--- config.mk ---
export PLATFORM = sky130hd
export DESIGN_NAME = biquad_iir_filter
export DESIGN_NICKNAME = d
export VERILOG_FILES = /design/src/rtl/bq_pkg.sv /design/src/rtl/biquad_iir_filter.sv
export SDC_FILE = /design/constraint.sdc
export NUM_CORES = 2
export LEC_CHECK = 0
export BUFFER_PORTS_ARGS = -buffer_cell sky130_fd_sc_hd__buf_4
export CAP_MARGIN = 20
export CORE_UTILIZATION = 35
export CTS_BUF_LIST = sky130_fd_sc_hd__clkbuf_4 sky130_fd_sc_hd__clkbuf_8
export CTS_CLUSTER_SIZE = 16
export DETAILED_ROUTE_END_ITERATION = 8
export MAX_ROUTING_LAYER = met4
export PLACE_DENSITY = 0.52
export SKIP_CTS_REPAIR_TIMING = 1
export SLEW_MARGIN = 20
export SYNTH_ARGS = -nofsm -noshare
export SYNTH_HDL_FRONTEND = slang
export SYNTH_SLANG_ARGS = --single-unit
--- constraint.sdc ---
create_clock -name clock -period 26.3 [get_ports clock]
set_input_delay 2.63 -clock clock [delete_from_list [all_inputs] [get_ports clock]]
set_output_delay 2.63 -clock clock [all_outputs]
set_load 0.02 [all_outputs]
--- src/rtl/bq_pkg.sv ---
// Shared types, widths and the control program of the biquad section.
// Depends on nothing; the top level imports it.
`timescale 1ns / 1ps
`default_nettype none

package bq_pkg;

   localparam int SAMPLE_W  = 16;
   localparam int COEF_W    = 32;
   localparam int FRAC_W    = 28;
   localparam int DELAY_W   = 48;
   localparam int Y_W       = DELAY_W + 1 - FRAC_W;   // rounded output before clamping
   localparam int MUL_A_W   = Y_W;                    // also holds a sign-extended sample
   localparam int PROD_W    = MUL_A_W + COEF_W;
   localparam int ACC_W     = PROD_W + 3;
   localparam int NUM_COEF  = 5;
   localparam int IDX_W     = 3;
   localparam int STEP_W    = 3;

   typedef enum logic [IDX_W-1:0] {
      COEF_FF0 = 3'd0,
      COEF_FF1 = 3'd1,
      COEF_FF2 = 3'd2,
      COEF_FB1 = 3'd3,
      COEF_FB2 = 3'd4
   } coef_sel_type;

   typedef enum logic [1:0] {
      MA_IN,
      MA_X,
      MA_Y
   } mul_a_type;

   typedef enum logic [2:0] {
      ACC_HOLD,
      ACC_LOAD_P,
      ACC_P_PLUS_D1,
      ACC_P_PLUS_D2,
      ACC_MINUS_P
   } acc_op_type;

   typedef enum logic [1:0] {
      SEQ_NEXT,
      SEQ_WAIT_REQ,
      SEQ_WAIT_RSP,
      SEQ_JUMP
   } seq_type;

   typedef struct packed {
      seq_type              seq;
      logic [STEP_W-1:0]    target;
      logic                 mul_en;
      mul_a_type            mul_a;
      coef_sel_type         coef;
      acc_op_type           acc_op;
      logic                 wr_y;
      logic                 wr_d1;
      logic                 wr_d2;
   } ctrl_word_type;

   localparam logic [STEP_W-1:0] STEP_IDLE = 3'd0;
   localparam logic [STEP_W-1:0] STEP_ONE  = 3'd1;
   localparam logic [STEP_W-1:0] STEP_OUT  = 3'd2;

   // Microprogram: one control word per step. The multiplier result is
   // registered, so a product issued in one step is consumed in the next.
   function automatic ctrl_word_type prog_word(input logic [STEP_W-1:0] step);
      ctrl_word_type w;
      w = '{seq: SEQ_NEXT, target: STEP_IDLE, mul_en: 1'b0, mul_a: MA_X,
            coef: COEF_FF0, acc_op: ACC_HOLD, wr_y: 1'b0, wr_d1: 1'b0, wr_d2: 1'b0};
      case (step)
         3'd0: begin
            w.seq = SEQ_WAIT_REQ; w.mul_en = 1'b1; w.mul_a = MA_IN; w.coef = COEF_FF0;
         end
         3'd1: begin
            w.acc_op = ACC_P_PLUS_D1; w.mul_en = 1'b1; w.mul_a = MA_X; w.coef = COEF_FF1;
         end
         3'd2: begin
            w.seq = SEQ_WAIT_RSP; w.wr_y = 1'b1; w.acc_op = ACC_P_PLUS_D2;
         end
         3'd3: begin
            w.mul_en = 1'b1; w.mul_a = MA_Y; w.coef = COEF_FB1;
         end
         3'd4: begin
            w.acc_op = ACC_MINUS_P; w.mul_en = 1'b1; w.mul_a = MA_X; w.coef = COEF_FF2;
         end
         3'd5: begin
            w.wr_d1 = 1'b1; w.acc_op = ACC_LOAD_P;
            w.mul_en = 1'b1; w.mul_a = MA_Y; w.coef = COEF_FB2;
         end
         3'd6: begin
            w.acc_op = ACC_MINUS_P;
         end
         3'd7: begin
            w.wr_d2 = 1'b1; w.seq = SEQ_JUMP; w.target = STEP_IDLE;
         end
         default: begin
            w.seq = SEQ_JUMP; w.target = STEP_IDLE;
         end
      endcase
      return w;
   endfunction

   // Saturate the accumulator to the signed delay range.
   function automatic logic signed [DELAY_W-1:0] sat_delay(input logic signed [ACC_W-1:0] v);
      logic signed [DELAY_W-1:0] r;
      if (v[ACC_W-1:DELAY_W-1] == '0 || v[ACC_W-1:DELAY_W-1] == '1) begin
         r = v[DELAY_W-1:0];
      end else if (v[ACC_W-1]) begin
         r = {1'b1, {(DELAY_W-1){1'b0}}};
      end else begin
         r = {1'b0, {(DELAY_W-1){1'b1}}};
      end
      return r;
   endfunction

endpackage

`default_nettype wire

--- src/rtl/biquad_iir_filter.sv ---
// Channel    Dir  Signals                              Contents
// request    in   req_tvalid/req_tready/req_tdata      sample_in [15:0]
// response   out  rsp_tvalid/rsp_tready/rsp_tdata/tuser sample_out [15:0], clipped in tuser
// csr        in   csr_wr_en/csr_index/csr_wr_data      coefficients a0 a1 a2 b1 b2
//
// Each request runs an eight-step microprogram that drives a single shared
// 21x32 multiplier and one accumulator, at most one product per step.
// The response is registered in step 2; the program waits there only if the
// previous response is still held. A new request is taken in step 0.
// Synchronous reset clears the delays, loads the default coefficients and
// returns the step counter to step 0. Depends on bq_pkg.
`timescale 1ns / 1ps
`default_nettype none

module biquad_iir_filter (
   input  wire logic                          clock,
   input  wire logic                          reset,
   input  wire logic                          req_tvalid,
   output      logic                          req_tready,
   input  wire logic [bq_pkg::SAMPLE_W-1:0]   req_tdata,    // [15:0] sample_in
   output      logic                          rsp_tvalid,
   input  wire logic                          rsp_tready,
   output      logic [bq_pkg::SAMPLE_W-1:0]   rsp_tdata,    // [15:0] sample_out
   output      logic                          rsp_tuser,    // [0] clipped
   input  wire logic                          csr_wr_en,
   input  wire logic [bq_pkg::IDX_W-1:0]      csr_index,
   input  wire logic [bq_pkg::COEF_W-1:0]     csr_wr_data
);
   import bq_pkg::*;

   localparam logic signed [COEF_W-1:0] A0_RESET = COEF_W'(1) <<< FRAC_W;
   localparam logic signed [DELAY_W:0]  RND_HALF = (DELAY_W+1)'(1) <<< (FRAC_W - 1);
   localparam logic signed [SAMPLE_W-1:0] OUT_MAX = {1'b0, {(SAMPLE_W-1){1'b1}}};
   localparam logic signed [SAMPLE_W-1:0] OUT_MIN = {1'b1, {(SAMPLE_W-1){1'b0}}};

   logic [STEP_W-1:0]           step_ff, step_in;
   logic signed [COEF_W-1:0]    coef_ff [NUM_COEF];
   logic signed [SAMPLE_W-1:0]  x_ff, x_in;
   logic signed [Y_W-1:0]       y_ff, y_in;
   logic signed [PROD_W-1:0]    prod_ff, prod_in;
   logic signed [ACC_W-1:0]     acc_ff, acc_in;
   logic signed [DELAY_W-1:0]   d1_ff, d1_in;
   logic signed [DELAY_W-1:0]   d2_ff, d2_in;
   logic                        rsp_valid_ff, rsp_valid_in;
   logic signed [SAMPLE_W-1:0]  rsp_data_ff, rsp_data_in;
   logic                        rsp_clip_ff, rsp_clip_in;

   ctrl_word_type               cw;
   logic                        step_go;
   logic signed [MUL_A_W-1:0]   mul_a;
   logic signed [COEF_W-1:0]    mul_b;
   logic signed [DELAY_W-1:0]   acc_sat;
   logic signed [DELAY_W:0]     rnd_sum;
   logic signed [Y_W-1:0]       y_new;
   logic                        y_over;
   logic signed [SAMPLE_W-1:0]  y_clamped;

   assign cw = prog_word(step_ff);

   always_comb begin
      case (cw.seq)
         SEQ_WAIT_REQ: step_go = req_tvalid;
         SEQ_WAIT_RSP: step_go = !rsp_valid_ff || rsp_tready;
         default:      step_go = 1'b1;
      endcase
   end

   always_comb begin
      case (cw.mul_a)
         MA_IN:   mul_a = MUL_A_W'(signed'(req_tdata));
         MA_X:    mul_a = MUL_A_W'(x_ff);
         MA_Y:    mul_a = y_ff;
         default: mul_a = '0;
      endcase
      mul_b = coef_ff[cw.coef];
   end

   // Saturate to the delay range, round half up, then clamp to the sample range.
   always_comb begin
      acc_sat = sat_delay(acc_ff);
      rnd_sum = (DELAY_W+1)'(acc_sat) + RND_HALF;
      y_new   = rnd_sum[DELAY_W:FRAC_W];
      y_over  = !(y_new[Y_W-1:SAMPLE_W-1] == '0 || y_new[Y_W-1:SAMPLE_W-1] == '1);
      if (!y_over) begin
         y_clamped = y_new[SAMPLE_W-1:0];
      end else if (y_new[Y_W-1]) begin
         y_clamped = OUT_MIN;
      end else begin
         y_clamped = OUT_MAX;
      end
   end

   always_comb begin
      step_in      = step_ff;
      x_in         = x_ff;
      y_in         = y_ff;
      prod_in      = prod_ff;
      acc_in       = acc_ff;
      d1_in        = d1_ff;
      d2_in        = d2_ff;
      rsp_valid_in = rsp_valid_ff && !rsp_tready;
      rsp_data_in  = rsp_data_ff;
      rsp_clip_in  = rsp_clip_ff;
      if (step_go) begin
         if (cw.seq == SEQ_JUMP) begin
            step_in = cw.target;
         end else begin
            step_in = step_ff + STEP_W'(1);
         end
         if (cw.seq == SEQ_WAIT_REQ) begin
            x_in = req_tdata;
         end
         if (cw.mul_en) begin
            prod_in = mul_a * mul_b;
         end
         case (cw.acc_op)
            ACC_LOAD_P:    acc_in = ACC_W'(prod_ff);
            ACC_P_PLUS_D1: acc_in = ACC_W'(prod_ff) + ACC_W'(d1_ff);
            ACC_P_PLUS_D2: acc_in = ACC_W'(prod_ff) + ACC_W'(d2_ff);
            ACC_MINUS_P:   acc_in = acc_ff - ACC_W'(prod_ff);
            default:       acc_in = acc_ff;
         endcase
         if (cw.wr_y) begin
            y_in         = y_new;
            rsp_valid_in = 1'b1;
            rsp_data_in  = y_clamped;
            rsp_clip_in  = y_over;
         end
         if (cw.wr_d1) begin
            d1_in = acc_sat;
         end
         if (cw.wr_d2) begin
            d2_in = acc_sat;
         end
      end
   end

   always_ff @(posedge clock) begin
      x_ff        <= x_in;
      y_ff        <= y_in;
      prod_ff     <= prod_in;
      acc_ff      <= acc_in;
      rsp_data_ff <= rsp_data_in;
      rsp_clip_ff <= rsp_clip_in;
      if (reset) begin
         step_ff      <= STEP_IDLE;
         rsp_valid_ff <= 1'b0;
         d1_ff        <= '0;
         d2_ff        <= '0;
      end else begin
         step_ff      <= step_in;
         rsp_valid_ff <= rsp_valid_in;
         d1_ff        <= d1_in;
         d2_ff        <= d2_in;
      end
   end

   // Writes to an index past the last coefficient are dropped.
   always_ff @(posedge clock) begin
      if (reset) begin
         coef_ff[COEF_FF0] <= A0_RESET;
         coef_ff[COEF_FF1] <= '0;
         coef_ff[COEF_FF2] <= '0;
         coef_ff[COEF_FB1] <= '0;
         coef_ff[COEF_FB2] <= '0;
      end else if (csr_wr_en && (csr_index < IDX_W'(NUM_COEF))) begin
         coef_ff[csr_index] <= csr_wr_data;
      end
   end

   assign req_tready = (cw.seq == SEQ_WAIT_REQ);
   assign rsp_tvalid = rsp_valid_ff;
   assign rsp_tdata  = rsp_data_ff;
   assign rsp_tuser  = rsp_clip_ff;

`ifndef ASSERT_OFF
   a_accept_starts: assert property (@(posedge clock) disable iff (reset)
      (req_tvalid && req_tready) |=> (step_ff == STEP_ONE))
      else $error("accepted request did not start the program");

   a_rsp_from_out_step: assert property (@(posedge clock) disable iff (reset)
      $rose(rsp_tvalid) |-> ($past(step_ff) == STEP_OUT))
      else $error("response raised outside the output step");

   a_clip_is_rail: assert property (@(posedge clock) disable iff (reset)
      (rsp_tvalid && rsp_tuser) |-> (rsp_tdata == OUT_MAX || rsp_tdata == OUT_MIN))
      else $error("clipped response not at a rail");
`endif

endmodule

`default_nettype wire
==> impl_metrics.toml <==
[global_route]
grt_first_pass_wirelength_um = 267000
gr-usage-all-layers_pct = 23.2
pin_count_of_the_biggest_net_entering_global_routing = 73
grt_remaining_overflow = 0
number_of_antenna_violations_at_the_first_check_in_global_routing = 6
first_global_vias = 42900

[yosys]
synth.avg_cell_area_um2 = 9.68
sequential_element_share_of_the_synthesized_area_pct = 26.9
yosysWarningCount = 0
synth_cells = 5598
synth-async-reset-ratio_pct = 0
synth_top_flop_cell = "sky130_fd_sc_hd__edfxtp_1"
syn-cell-area_um2 = 54200
synth_cell_types = 107
synth_enable_flop_cells = 419
synth.ff_latch_count = 519

[cells_and_area]
finalInstanceArea_um2 = 59300
post_route_cells_drive_above_1_share_pct = 8.63
final_nets = 6713
layout.core_utilization_pct = 38.6
syn_to_final_growth_pct = 9.51
stdcell_count = 7809

[clocking]
htree_num_levels = 3
worstSkewPairLatency_ps = 820
clk_transition_reported_paths_ps = 70
inserted_clock_buffers = 95
numClockSinks = 519
ctsLongestPathBuffers = 3
cts_tree = "built"
cts_root_buffer = "sky130_fd_sc_hd__clkbuf_8"

[route]
drc_errors = 0
dr.pass1.iters = 8
met3_length_um = 11800
viasPerCell = 5.27
drt.antenna.violating_nets = 0
routed.top_layer = "met4"
dr_wl_met2_um = 81100
detailedRoute.firstIterationViolations = 3148
routed_wire_length_per_instance_um = 22.4
totalWireLength_um = 175000
wire_length_the_detailed_router_placed_on_met1_um = 77000
total_number_of_vias = 41100

[critical_path]
cp_data_required_time_ps = 26870
crit-reg2reg-capture = "prod_ff[50]"
slowest_stage = "sky130_fd_sc_hd__mux2i_1"
timing.setup.critical_path_class = "flop to flop"
slowest_delay_ps = 900
critPathLaunchType = "flop"
reg2regPathDepth = 33
worst_flop_to_flop_path_startpoint = "step_ff[1]"
critical_path_arrival_ps = 11840
endpoint_kind = "flop"
crit_top_cell = "sky130_fd_sc_hd__fa_1"
critical_path_peak_fanout = 43
r2r_slack_ps = 15030

[min_path]
hold_path.class = "flop to flop"
whs_path_depth = 2
hold_end = "d1_ff[5]"
min_from = "d1_ff[5]"

[die]
floorplan.initialDensity_pct = 35.2
placementRows = 144
floorplan.die_area_um2 = 156000
core-area_um2 = 154000
fp.dieH_um = 395
floorplan.io_pins = 75
die_width_um = 395

[placement]
numPlacedInstances = 7627
place_congestion = 0.932
post_dp_cell_area_um2 = 57300
portBuffers = 74
hpwlAfterDp_um = 130000

[sta]
worst_slew_pin_slew_ps = 1150
unrepaired_setup_endpoints_after_global_routing = "false"
setup_tns_ps = 0
timing_hold_violations_final = 0
setup-violations-final = 0
part_of_the_cycle_the_worst_path_needs_pct = 42.9
timing.final.crit_period_ps = 11270
timing.slew.headroom_pct = 21.4
report.final.slew_viol_count = 0
finalClockSkew_ps = 77.2
fmax_ghz = 0.0887

[run_status]
status = "finished, final reports clean"

[flow_run]
max-cap-violations = 0
[per-stage QoR]
step / setup slack [ps] / hold slack [ps]
floorplan: 16430 / 482
global placement: 15080 / 491
detailed placement: 14960 / 496
CTS: 14950 / 505
global route: 14510 / 522
finish: 15030 / 505
[cell usage in the layout (no fill, tap or decap), drive strengths merged, types with 18 or more instances in the layout]
cell / synthesis / routed
a21oi: 312 / 312
clkinv: 1 / 31
o22ai: 26 / 26
nor3: 48 / 48
mux2i: 49 / 49
a31oi: 28 / 28
ha: 305 / 305
mux4: 64 / 64
and2: 184 / 184
inv: 888 / 894
nor2b: 22 / 22
nand3: 60 / 60
a21o: 104 / 104
and3: 18 / 18
o21bai: 33 / 33
a211oi: 127 / 127
xor2: 85 / 85
nand4: 44 / 44
o21a: 48 / 48
dfxtp: 100 / 100
o211ai: 20 / 20
buf: 28 / 148
nor2: 572 / 572
xnor2: 118 / 118
mux2: 33 / 33
nand2: 533 / 533
o21ai: 183 / 183
edfxtp: 419 / 419
fa: 671 / 671
conb: 1 / 96
nand2b: 25 / 25
clkbuf: 224 / 131
[logic make-up (layout without fill, tap and decap cells)]
family                     after synthesis  in the layout  share of synthesized area, %
AOI/OAI and AO/OA                     1034           1034                          12.4
buffers and inverters                 1146           1212                          8.31
muxes                                  146            146                          4.25
xor gates and xnor gates               203            203                          3.28
adders and majority gates              976            976                          31.8
DFF                                    519            519                          26.9
and+or+nand+nor                       1573           1573                          13.0
other                                    1            102                       0.00692
[per-layer routing]
metal,GRT usage (%),vias to the layer above
met4,6.44,0
met1,30.7,20900
met5,-,-
li1,-,18700
met2,36.6,1326
met3,3.78,259
[cells in the mapped netlist (49+ instances only)]
| library cell | count | share of area, % |
|---|---|---|
| sky130_fd_sc_hd__and2_1 | 179 | 2.1 |
| sky130_fd_sc_hd__fa_1 | 671 | 25 |
| sky130_fd_sc_hd__ha_1 | 305 | 7.0 |
| sky130_fd_sc_hd__nand2_1 | 532 | 3.7 |
| sky130_fd_sc_hd__nor2_1 | 571 | 4.0 |
| sky130_fd_sc_hd__mux4_2 | 64 | 2.7 |
| sky130_fd_sc_hd__a21oi_1 | 309 | 2.9 |
| sky130_fd_sc_hd__o21ai_0 | 158 | 1.5 |
| sky130_fd_sc_hd__a211oi_1 | 126 | 1.7 |
| sky130_fd_sc_hd__edfxtp_1 | 419 | 23 |
| sky130_fd_sc_hd__mux2i_1 | 49 | 0.91 |
| sky130_fd_sc_hd__a21o_1 | 102 | 1.4 |
| sky130_fd_sc_hd__nand3_1 | 60 | 0.55 |
| sky130_fd_sc_hd__inv_1 | 888 | 6.2 |
| sky130_fd_sc_hd__xor2_1 | 85 | 1.4 |
| sky130_fd_sc_hd__clkbuf_1 | 216 | 1.5 |
| sky130_fd_sc_hd__xnor2_1 | 118 | 1.9 |
| sky130_fd_sc_hd__dfxtp_1 | 100 | 3.7 |
[registers in the layout, summed over array words and instances, names as in the netlist]
register    count
rsp_tdata      16
rsp_tuser       1
x_ff           16
d2_ff          48
prod_ff        53
coef_ff       256
rsp_tvalid      1
acc_ff         56
y_ff           21
d1_ff          48
step_ff         3
[worst max-delay path, delay by kind of cell (launching register included)]
| family | cells | cell delay [ps] |
|---|---|---|
| adder cells (fa/ha/maj) | 9 | 4180 |
| AO/OA/AOI/OAI | 9 | 2510 |
| buffers and inverters | 7 | 1390 |
| multiplexers | 2 | 1320 |
| AND/OR/NAND/NOR | 5 | 830 |
| flip-flops | 1 | 520 |
| XOR/XNOR | 1 | 150 |
[worst max path at each step]
stage                             start          end  slack (ps)
after CTS                    step_ff[1]  prod_ff[50]       14950
after global routing         step_ff[1]  prod_ff[46]       14510
after floorplan           req_tdata[15]  prod_ff[50]       16430
after detailed placement     step_ff[1]  prod_ff[50]       14960
after global placement       step_ff[2]  prod_ff[50]       15080
final                        step_ff[1]  prod_ff[50]       15030
[area by class of cell]
| type | count | area, um2 |
|---|---|---|
| Multi-Input combinational cell | 4028 | 35700 |
| Fill cell | 15600 | 94500 |
| Inverter | 889 | 3340 |
| Clock buffer | 131 | 1640 |
| Timing Repair Buffer | 148 | 1120 |
| Clock inverter | 44 | 375 |
| Antenna cell | 6 | 15.0 |
| Sequential cell | 519 | 14600 |
| Tap cell | 2044 | 2560 |
Power is not shown: default switching activity piles up to over one toggle a cycle in this logic, so the estimate is an artifact.
